==> src/rtl/core/nrmc_pkg.sv <==
`default_nettype none

package nrmc_pkg;

	// Fraction digits of the minutes text that are kept.
	localparam int FRAC_DIGITS = 5;
	localparam logic [2:0] FRAC_CNT = 3'(FRAC_DIGITS);

	// Result status codes.
	typedef enum logic [1:0] {
		ST_NOT_RMC    = 2'd0,
		ST_VOID       = 2'd1,
		ST_FIX_OK     = 2'd2,
		ST_INCOMPLETE = 2'd3
	} status_t;

	// Widths of the parsed number and of the conversion path.
	localparam int INT_W  = 15;   // integer part ddmm, saturated at INT_CAP
	localparam int F7_W   = 24;   // fraction of a minute in units of 1e-7
	localparam int DEG_W  = 8;    // whole degrees, at most 180
	localparam int MIN_W  = 7;    // whole minutes
	localparam int X_W    = 30;   // minutes in 1e-7 units plus rounding bias
	localparam int PART_W = 25;   // minutes converted to 1e-7 degree
	localparam int MAG_W  = 31;   // saturated magnitude
	localparam int VAL_W  = 32;   // signed result

	// An integer part of 18000 already means 180 degrees, which every limit caps.
	localparam logic [INT_W-1:0] INT_CAP = 15'd18000;

	// Reciprocal constants: floor(v/100) for v <= 18000 and floor(y/15) for y < 2^28.
	localparam logic [12:0] DIV100_MUL   = 13'd5243;
	localparam int          DIV100_SHIFT = 19;
	localparam logic [28:0] DIV15_MUL    = 29'd286331154;
	localparam int          DIV15_SHIFT  = 32;

	localparam logic [23:0] DEG_SCALE  = 24'd10000000;
	localparam logic [4:0]  ROUND_BIAS = 5'd30;

	localparam logic [MAG_W-1:0] LAT_LIMIT = 31'd900000000;
	localparam logic [MAG_W-1:0] LON_LIMIT = 31'd1800000000;

	// Registered stages from the parse register to the output register.
	localparam int PIPE_LEN = 7;

	// One coordinate handed to a conversion lane.
	typedef struct packed {
		logic [INT_W-1:0] whole;
		logic [F7_W-1:0]  frac7;
		logic             neg;
	} lane_in_t;

endpackage

`default_nettype wire

==> src/rtl/core/nrmc_lane.sv <==
`default_nettype none

module nrmc_lane (
	input  wire logic                   clk,
	input  wire logic                   adv,
	input  wire nrmc_pkg::lane_in_t     lane_in,
	input  wire logic [30:0]            limit,
	output logic      [31:0]            value
);
	import nrmc_pkg::*;

	logic [INT_W-1:0]    whole_s2;
	logic [F7_W-1:0]     frac7_s2, frac7_s3;
	logic [DEG_W-1:0]    deg_s2, deg_s3, deg_s4, deg_s5;
	logic [MIN_W-1:0]    minute_s3;
	logic [X_W-1:0]      x_s4;
	logic [PART_W-1:0]   part_s5;
	logic [MAG_W-1:0]    mag_s6;
	logic                neg_s2, neg_s3, neg_s4, neg_s5, neg_s6;

	logic [27:0]         p100;
	logic [INT_W-1:0]    minute_full;
	logic [X_W-1:0]      x_sum;
	logic [56:0]         p15;
	logic [31:0]         total;

	// Whole degrees by reciprocal multiplication.
	assign p100 = 28'(lane_in.whole) * 28'(DIV100_MUL);

	// Whole minutes are what is left over after the degrees.
	assign minute_full = whole_s2 - INT_W'(deg_s2) * INT_W'(7'd100);

	// Minutes in units of 1e-7 minute, with the bias that rounds halves up.
	assign x_sum = X_W'(minute_s3) * X_W'(DEG_SCALE) + X_W'(frac7_s3) + X_W'(ROUND_BIAS);

	// Divide by 60: drop two bits, then multiply by the reciprocal of 15.
	assign p15 = 57'(x_s4[X_W-1:2]) * 57'(DIV15_MUL);

	assign total = 32'(deg_s5) * 32'(DEG_SCALE) + 32'(part_s5);

	// Conversion pipeline; every stage moves together with the block's pipeline.
	always_ff @(posedge clk) begin
		if (adv) begin
			whole_s2  <= lane_in.whole;
			frac7_s2  <= lane_in.frac7;
			deg_s2    <= p100[DIV100_SHIFT +: DEG_W];
			neg_s2    <= lane_in.neg;

			minute_s3 <= minute_full[MIN_W-1:0];
			frac7_s3  <= frac7_s2;
			deg_s3    <= deg_s2;
			neg_s3    <= neg_s2;

			x_s4      <= x_sum;
			deg_s4    <= deg_s3;
			neg_s4    <= neg_s3;

			part_s5   <= p15[DIV15_SHIFT +: PART_W];
			deg_s5    <= deg_s4;
			neg_s5    <= neg_s4;

			mag_s6    <= (total > 32'(limit)) ? limit : total[MAG_W-1:0];
			neg_s6    <= neg_s5;

			value     <= neg_s6 ? (32'd0 - 32'(mag_s6)) : 32'(mag_s6);
		end
	end

endmodule

`default_nettype wire

==> src/rtl/core/nmea_rmc_position_parser.sv <==
// Parses NMEA 0183 RMC sentences fed one byte per word on the slave stream
// (tuser marks the first byte, tlast the final byte) and gives one result word
// per sentence on the master stream: status 0 not RMC, 1 void fix, 2 fix ok,
// 3 incomplete, plus latitude and longitude in 1e-7 degree, valid with fix ok
// and zero otherwise. A byte is taken every cycle; tready drops only while a
// finished result waits at the output. The result of the byte that decides the
// sentence is registered beside the byte parser, then runs through the
// pipelined degree/minute conversion lanes to the output register.
// Bytes outside an open sentence produce nothing, and a new first byte drops
// any open sentence without a result.

`default_nettype none

module nmea_rmc_position_parser (
	input  wire logic        clk,
	input  wire logic        arst_n,
	input  wire logic        s_tvalid,
	output logic             s_tready,
	input  wire logic [7:0]  s_tdata,   // [7:0] char_in
	input  wire logic        s_tuser,   // [0] first
	input  wire logic        s_tlast,
	output logic             m_tvalid,
	input  wire logic        m_tready,
	output logic      [71:0] m_tdata    // [1:0] status, [32:2] latitude, [64:33] longitude
);
	import nrmc_pkg::*;

	localparam logic [2:0] HDR_LEN   = 3'd6;
	localparam logic [2:0] FLD_VALID = 3'd2;
	localparam logic [2:0] FLD_LAT   = 3'd3;
	localparam logic [2:0] FLD_NS    = 3'd4;
	localparam logic [2:0] FLD_LON   = 3'd5;
	localparam logic [2:0] FLD_EW    = 3'd6;

	localparam logic [7:0] CH_COMMA = 8'h2C;
	localparam logic [7:0] CH_POINT = 8'h2E;
	localparam logic [7:0] CH_ZERO  = 8'h30;
	localparam logic [7:0] CH_NINE  = 8'h39;

	function automatic logic [7:0] hdr_char(input logic [2:0] idx);
		logic [7:0] ch;
		unique case (idx)
			3'd0:    ch = 8'h24; // '$'
			3'd1:    ch = 8'h47; // 'G'
			3'd2:    ch = 8'h50; // 'P'
			3'd3:    ch = 8'h52; // 'R'
			3'd4:    ch = 8'h4D; // 'M'
			3'd5:    ch = 8'h43; // 'C'
			default: ch = 8'h00;
		endcase
		return ch;
	endfunction

	// True when the first byte of a field is the letter that field looks for.
	function automatic logic letter_match(input logic [2:0] fld, input logic [7:0] ch);
		logic hit;
		unique case (fld)
			FLD_VALID: hit = (ch == 8'h41); // 'A'
			FLD_NS:    hit = (ch == 8'h53); // 'S'
			FLD_EW:    hit = (ch == 8'h57); // 'W'
			default:   hit = 1'b0;
		endcase
		return hit;
	endfunction

	// Weight of a fraction digit in 1e-7 minute.
	function automatic logic [19:0] frac_weight(input logic [2:0] idx);
		logic [19:0] w;
		unique case (idx)
			3'd0:    w = 20'd1000000;
			3'd1:    w = 20'd100000;
			3'd2:    w = 20'd10000;
			3'd3:    w = 20'd1000;
			3'd4:    w = 20'd100;
			3'd5:    w = 20'd10;
			3'd6:    w = 20'd1;
			default: w = 20'd0;
		endcase
		return w;
	endfunction

	// Parser state.
	logic [2:0]       hdr_q, cc_q, fc_q;
	logic             afs_q, ff_q, pt_q, end_q, done_q;
	logic [INT_W-1:0] whole_q, lat_whole_q, lon_whole_q;
	logic [F7_W-1:0]  frac7_q, lat_frac7_q, lon_frac7_q;
	logic             lat_neg_q;

	logic [2:0]       hdr_d, cc_d, fc_d, hdr_b, cc_b, fc_b;
	logic             afs_d, ff_d, pt_d, end_d, done_d;
	logic             afs_b, ff_b, pt_b, end_b, ff_w;
	logic [INT_W-1:0] whole_d, whole_b, lat_whole_d, lon_whole_d;
	logic [F7_W-1:0]  frac7_d, frac7_b, lat_frac7_d, lon_frac7_d;
	logic             lat_neg_d, lon_neg_w;
	logic             emit, open;
	status_t          sts;
	logic [3:0]       digit;
	logic [18:0]      whole_x;

	// Pipeline control and payload.
	logic                adv, s_acc;
	logic [PIPE_LEN-1:0] vld_q;
	status_t             sts_q [PIPE_LEN];
	lane_in_t            lat_s1, lon_s1;
	logic [31:0]         lat_val, lon_val;

	assign adv      = ~m_tvalid | m_tready;
	assign s_tready = adv;
	assign s_acc    = s_tvalid & s_tready;
	assign m_tvalid = vld_q[PIPE_LEN-1];
	assign m_tdata  = {7'd0, lon_val, lat_val[30:0], sts_q[PIPE_LEN-1]};

	assign digit   = 4'(s_tdata - CH_ZERO);
	assign whole_x = 19'(whole_b) * 19'd10 + 19'(digit);

	// Next parser state for the byte on the input.
	always_comb begin
		open  = s_tuser | ~done_q;
		hdr_b   = s_tuser ? 3'd0 : hdr_q;
		cc_b    = s_tuser ? 3'd0 : cc_q;
		afs_b   = s_tuser ? 1'b0 : afs_q;
		ff_b    = s_tuser ? 1'b0 : ff_q;
		whole_b = s_tuser ? '0 : whole_q;
		frac7_b = s_tuser ? '0 : frac7_q;
		fc_b    = s_tuser ? 3'd0 : fc_q;
		pt_b    = s_tuser ? 1'b0 : pt_q;
		end_b   = s_tuser ? 1'b0 : end_q;

		hdr_d   = hdr_b;
		cc_d    = cc_b;
		afs_d   = afs_b;
		ff_d    = ff_b;
		whole_d = whole_b;
		frac7_d = frac7_b;
		fc_d    = fc_b;
		pt_d    = pt_b;
		end_d   = end_b;
		done_d  = s_tuser ? 1'b0 : done_q;
		lat_whole_d = lat_whole_q;
		lat_frac7_d = lat_frac7_q;
		lon_whole_d = lon_whole_q;
		lon_frac7_d = lon_frac7_q;
		lat_neg_d   = lat_neg_q;
		ff_w      = ff_b;
		lon_neg_w = 1'b0;
		emit      = 1'b0;
		sts       = ST_NOT_RMC;

		if (open) begin
			if (hdr_b < HDR_LEN) begin
				// Header match.
				if (s_tdata != hdr_char(hdr_b)) begin
					emit = 1'b1;
					sts  = ST_NOT_RMC;
				end else begin
					hdr_d = hdr_b + 3'd1;
					if (s_tlast && (hdr_b + 3'd1 < HDR_LEN)) begin
						emit = 1'b1;
						sts  = ST_NOT_RMC;
					end
				end
			end else begin
				if (afs_b) begin
					ff_w  = letter_match(cc_b, s_tdata);
					afs_d = 1'b0;
				end
				ff_d = ff_w;
				if (s_tdata == CH_COMMA) begin
					// A comma closes the current field.
					unique case (cc_b)
						FLD_VALID: begin
							if (!ff_w) begin
								emit = 1'b1;
								sts  = ST_VOID;
							end
						end
						FLD_LAT: begin
							lat_whole_d = whole_b;
							lat_frac7_d = frac7_b;
						end
						FLD_NS: begin
							lat_neg_d = ff_w;
						end
						FLD_LON: begin
							lon_whole_d = whole_b;
							lon_frac7_d = frac7_b;
						end
						FLD_EW: begin
							lon_neg_w = ff_w;
							emit      = 1'b1;
							sts       = ST_FIX_OK;
						end
						default: begin
						end
					endcase
					if (!emit) begin
						cc_d    = cc_b + 3'd1;
						afs_d   = 1'b1;
						whole_d = '0;
						frac7_d = '0;
						fc_d    = 3'd0;
						pt_d    = 1'b0;
						end_d   = 1'b0;
					end
				end else if ((cc_b == FLD_LAT || cc_b == FLD_LON) && !end_b) begin
					// Number text: digits, one point, then fraction digits.
					if (s_tdata >= CH_ZERO && s_tdata <= CH_NINE) begin
						if (!pt_b) begin
							whole_d = (whole_x >= 19'(INT_CAP)) ? INT_CAP : whole_x[INT_W-1:0];
						end else if (fc_b < FRAC_CNT) begin
							frac7_d = frac7_b + F7_W'(digit) * F7_W'(frac_weight(fc_b));
							fc_d    = fc_b + 3'd1;
						end
					end else if (s_tdata == CH_POINT && !pt_b) begin
						pt_d = 1'b1;
					end else begin
						end_d = 1'b1;
					end
				end
				if (!emit && s_tlast) begin
					emit = 1'b1;
					sts  = ST_INCOMPLETE;
				end
			end
		end
		if (emit) begin
			done_d = 1'b1;
		end
	end

	// Parser registers.
	always_ff @(posedge clk or negedge arst_n) begin
		if (!arst_n) begin
			hdr_q       <= 3'd0;
			cc_q        <= 3'd0;
			afs_q       <= 1'b0;
			ff_q        <= 1'b0;
			whole_q     <= '0;
			frac7_q     <= '0;
			fc_q        <= 3'd0;
			pt_q        <= 1'b0;
			end_q       <= 1'b0;
			done_q      <= 1'b1;
			lat_whole_q <= '0;
			lat_frac7_q <= '0;
			lon_whole_q <= '0;
			lon_frac7_q <= '0;
			lat_neg_q   <= 1'b0;
		end else if (s_acc) begin
			hdr_q       <= hdr_d;
			cc_q        <= cc_d;
			afs_q       <= afs_d;
			ff_q        <= ff_d;
			whole_q     <= whole_d;
			frac7_q     <= frac7_d;
			fc_q        <= fc_d;
			pt_q        <= pt_d;
			end_q       <= end_d;
			done_q      <= done_d;
			lat_whole_q <= lat_whole_d;
			lat_frac7_q <= lat_frac7_d;
			lon_whole_q <= lon_whole_d;
			lon_frac7_q <= lon_frac7_d;
			lat_neg_q   <= lat_neg_d;
		end
	end

	// Valid bits of the result pipeline.
	always_ff @(posedge clk or negedge arst_n) begin
		if (!arst_n) begin
			vld_q <= '0;
		end else if (adv) begin
			vld_q <= {vld_q[PIPE_LEN-2:0], s_acc & emit};
		end
	end

	// Status travels beside the conversion lanes; results other than a fix
	// feed zeros, which convert to zero.
	always_ff @(posedge clk) begin
		if (adv) begin
			sts_q[0] <= sts;
			for (int i = 1; i < PIPE_LEN; i++) begin
				sts_q[i] <= sts_q[i-1];
			end
			if (sts == ST_FIX_OK) begin
				lat_s1 <= '{whole: lat_whole_q, frac7: lat_frac7_q, neg: lat_neg_q};
				lon_s1 <= '{whole: lon_whole_q, frac7: lon_frac7_q, neg: lon_neg_w};
			end else begin
				lat_s1 <= '0;
				lon_s1 <= '0;
			end
		end
	end

	nrmc_lane u_lat_lane (
		.clk     (clk),
		.adv     (adv),
		.lane_in (lat_s1),
		.limit   (LAT_LIMIT),
		.value   (lat_val)
	);

	nrmc_lane u_lon_lane (
		.clk     (clk),
		.adv     (adv),
		.lane_in (lon_s1),
		.limit   (LON_LIMIT),
		.value   (lon_val)
	);

endmodule

`default_nettype wire

==> config.mk <==
export PLATFORM = sky130hd
export DESIGN_NAME = nmea_rmc_position_parser
export DESIGN_NICKNAME = d
export VERILOG_FILES = /design/src/rtl/core/nrmc_pkg.sv /design/src/rtl/core/nrmc_lane.sv /design/src/rtl/core/nmea_rmc_position_parser.sv
export SDC_FILE = /design/constraint.sdc
export NUM_CORES = 2
export LEC_CHECK = 0
export BUFFER_PORTS_ARGS = -buffer_cell sky130_fd_sc_hd__buf_4
export CAP_MARGIN = 20
export CORE_UTILIZATION = 59
export CTS_BUF_LIST = sky130_fd_sc_hd__clkbuf_8
export CTS_CLUSTER_DIAMETER = 120
export CTS_CLUSTER_SIZE = 40
export DETAILED_ROUTE_END_ITERATION = 16
export MAX_ROUTING_LAYER = met4
export PLACE_DENSITY_LB_ADDON = 0.05
export SLEW_MARGIN = 20
export SYNTH_ARGS = -nofsm -noshare
export SYNTH_HDL_FRONTEND = slang
export SYNTH_SLANG_ARGS = --single-unit
==> constraint.sdc <==
create_clock -name clk -period 48 [get_ports clk]
set_input_delay 4.8 -clock clk [delete_from_list [all_inputs] [get_ports clk]]
set_output_delay 4.8 -clock clk [all_outputs]
set_load 0.01 [all_outputs]
==> flow_summary.rst <==
.. list-table::
   :header-rows: 1

   * - Metric
     - Value
   * - Worst Path Class, Setup
     - primary input to flop
   * - Clock skew
     - 0.0988 ns
   * - Critical path's largest stage delay
     - 0.71 ns
   * - Area added between synthesis and finish
     - 4.96%
   * - Post-route DRC
     - 0
   * - Fill cells
     - 8,419
   * - Number of endpoints with negative hold slack in the final report
     - 0
   * - Source-to-sink clock delay at the later pin of the worst-skew pair
     - 0.79 ns
   * - Initial core utilization
     - 0.595
   * - Die Wd
     - 322 um
   * - Data arrival time of the critical path
     - 11.36 ns
   * - Vias
     - 38,300
   * - Wirelength per Cell
     - 16.9 um
   * - Critical Path Source
     - s_tuser
   * - Maximum number of pins on one net before global-route repair
     - 94
   * - Portion of the clock cycle consumed by the worst path in the final layout
     - 0.224
   * - Share of the yosys chip area belonging to registers
     - 0.313
   * - Result of the run
     - completed
   * - Number of buffers inserted during clock tree synthesis
     - 30
   * - Worst Hold Path Cells
     - 0
   * - Die area
     - 0.104 mm^2
   * - Cell area after technology mapping
     - 0.0606 mm^2
   * - Floorplan die height
     - 322 um
   * - Reg clk slew, reported paths
     - 0.21 ns
   * - Share of synthesized flip-flops with an asynchronous set or reset
     - 0.209
   * - H-tree depth
     - 1
   * - Number of gates resized after CTS
     - 0
   * - Weighted congestion at the end of routability-driven global placement
     - 0.905
   * - Worst relative slew slack
     - 0.306
   * - Post-layout nets
     - 7,220
   * - Number of placement rows
     - 117
   * - Path class of the lowest-slack min-delay path
     - flop to flop
   * - Overall fraction of global-route tracks in use
     - 0.243
   * - Count of port buffers added during placement
     - 80
   * - TritonCTS clock tree
     - done
   * - Reg-to-Reg End
     - u_lat_lane.mag_s6[1]
   * - CTS Root Cell
     - sky130_fd_sc_hd__clkbuf_8
   * - Ports placed on the boundary
     - 88
   * - R2R cell count
     - 24
   * - Clock tree buffer depth
     - 3
   * - Required time of the critical path
     - 48.59 ns
   * - Count of mapped cells out of synthesis
     - 5,615
   * - Remaining global-route overflow
     - 0
   * - Proportion of layout cells with a drive suffix above 1
     - 0.0383
   * - Startpoint of the worst-slack reg-to-reg timing path
     - u_lat_lane.deg_s5[6]
   * - EDFF count, synth
     - 517
   * - Core footprint
     - 0.102 mm^2
   * - Final setup violation count
     - 0
   * - Average via count per standard cell
     - 5.41
   * - Largest driver fanout on the critical path
     - 69
   * - Post-detailed-routing wire length
     - 119,000 um
   * - Primary FF master, synth
     - sky130_fd_sc_hd__edfxtp_1
   * - HP Start
     - lat_s1[19]
   * - DP Wirelength
     - 98,800 um
   * - Maximum Capacitance Violations
     - 0
   * - Post-DRT Antenna Nets
     - 0
   * - Slew @ Worst Pin
     - 1.04 ns
   * - Starting DRC count in detailed routing
     - 1,891
   * - Hold buffer count at cts
     - 0
   * - Initial antenna violation count
     - 2
   * - Warnings, synthesis
     - 0
   * - Worst setup slack for register-to-register paths
     - 40.83 ns
   * - Via count of the first global-routing pass
     - 38,500
   * - RSZ-0062 raised after global routing
     - no
   * - Fin. max-slew vios
     - 0
   * - Setup tns final
     - 0 ns
   * - Cell family with the largest share of critical-path delay
     - compound AO/OA/AOI/OAI gates
   * - Core utilization of the finished layout
     - 0.625
   * - Endpoint with the worst hold slack
     - u_lat_lane.frac7_s2[18]
   * - Crit-path cells
     - buf_4 -> nor2b_1 -> inv_1 -> a21oi_1 -> nand2_1 -> a22o_1 -> and2_1 -> fa_1 -> fa_1 -> inv_1 -> fa_1 -> inv_1 -> ha_1 -> nand2_1 -> nor2_1 -> a22oi_1 -> o31ai_1 -> o2111ai_1 -> a21boi_0 -> o31ai_1 -> a21oi_1 -> a21oi_1 -> xnor2_1 -> a22o_1
   * - Detailed Routing Iterations Pass 1
     - 5
   * - Launching element type of the critical path
     - primary input
   * - CP Buf/Inv Count
     - 4
   * - First-pass GRT wire length
     - 196,000 um
   * - Final worst path period need
     - 10.77 ns
   * - Achievable Freq
     - 92.9 MHz
   * - Seq cells post-synth
     - 654
   * - Average footprint of a synthesized cell
     - 10.8 um^2
   * - Count of buffers added by post-CTS timing repair for setup
     - 0
   * - Worst Setup End Kind
     - flop
   * - CTS sink count
     - 654
   * - Cell variety after synth
     - 97
   * - Highest-delay cell along the critical path
     - sky130_fd_sc_hd__nor2b_1
==> final cells by class <==
class / count / area [um^2] / area share
antenna: 6 / 15.0 / 0.000236
clock buffer: 31 / 427 / 0.00671
clock inverter: 25 / 422 / 0.00663
inverter: 1066 / 4000 / 0.0630
multi-input combinational: 3821 / 37300 / 0.587
sequential: 654 / 19000 / 0.298
tap: 1368 / 1710 / 0.0269
timing repair buffer: 95 / 721 / 0.0113
==> Yosys cell counts (all sizes together) (24+ instances only) <==
master  number  share of area
nand2b     103          0.011
a31oi       30         0.0033
and2       125          0.013
and3        66         0.0068
nor2b       53         0.0055
xor2        74          0.011
dfrtp      136          0.056
nand2      241          0.015
nor2       174          0.011
a21oi      202          0.017
o21a        48         0.0060
inv       1066          0.066
o21bai      24         0.0030
o21ai      252          0.021
nor3        78         0.0064
a21o        99          0.012
nand3       66         0.0059
ha        1046           0.22
a211oi      30         0.0038
clkbuf      63         0.0039
o31ai       32         0.0040
or3         30         0.0031
fa         492           0.16
edfxtp     517           0.26
xnor2      248          0.036
==> per-layer routing <==
layer	track usage	vias up	share of wire
li1	-	19100	-
met1	0.322	18400	0.46
met2	0.401	566	0.48
met3	0.0207	146	0.031
met4	0.0667	0	0.031
met5	-	-	0
==> layout by cell type (no fill, tap or decap), drive strengths merged, types with 15 or more instances in the layout <==
cell and instances:
inv 1081, ha 1046, edfxtp 517, fa 492, o21ai 252, xnor2 248
nand2 241, a21oi 202, nor2 174, dfrtp 136, and2 125, nand2b 103
a21o 99, buf 95, nor3 78, xor2 74, and3 66, nand3 66
nor2b 53, o21a 48, o31ai 32, clkbuf 31, or3 30, a31oi 30
a211oi 30, o21bai 24, or2 23, a22o 22, nand4 19, nor4 19
o211ai 17, a211o 16, nor3b 15, o41ai 15
==> worst max-delay path by stage <==
| stage | endpoint | cells past startpoint | slack, ns |
|---|---|---|---|
| global placement | frac7_q[23] | 24 | 36.61 |
| detailed placement | frac7_q[23] | 23 | 36.55 |
| floorplan | s_tready | 2 | 24.06 |
| global route | frac7_q[22] | 25 | 36.67 |
| finish | frac7_q[22] | 24 | 37.23 |
| CTS | frac7_q[22] | 24 | 37.33 |
==> sequential cells by signal (all words and copies together) (netlist names), 28 cells and up <==
name / count
lat_s1: 39
u_lon_lane.mag_s6: 31
u_lat_lane.x_s4: 28
u_lat_lane.mag_s6: 31
lon_s1: 39
u_lon_lane.x_s4: 28
u_lat_lane.value: 31
u_lon_lane.value: 32
==> metrics by stage <==
step,hold slack (ns),worst slack (ns),std cells,area [um^2]
after floorplan,0.400,24.06,5622,60600
after global placement,0.401,36.61,7004,62700
after detailed placement,0.405,36.55,7004,62700
after CTS,0.414,37.33,7060,63500
after global routing,0.411,36.67,7062,63500
final,0.411,37.23,7066,63600
==> worst reg2reg max path, delay by kind of cell (launching register included) <==
family | cells | cell delay, ns
simple gates | 4 | 1.22
flops | 1 | 0.64
fa+ha+maj | 6 | 2.45
compound gates | 10 | 2.15
xor+xnor | 1 | 0.24
buf+inv | 3 | 0.23
==> cells by family (layout without fill, tap and decap cells) <==
logic type                 after synthesis  in the layout  share of synthesized area
other                                    1             14                  0.0000619
and+or+nand+nor                       1050           1050                     0.0905
adders and majority gates             1538           1538                      0.379
AOI/OAI and AO/OA                      889            889                     0.0964
xor gates and xnor gates               322            322                     0.0467
DFF                                    654            654                      0.313
buffers and inverters                 1147           1217                     0.0719
muxes                                   14             14                    0.00256
Power is not shown: default switching activity piles up to over one toggle a cycle in this logic, so the estimate is an artifact.
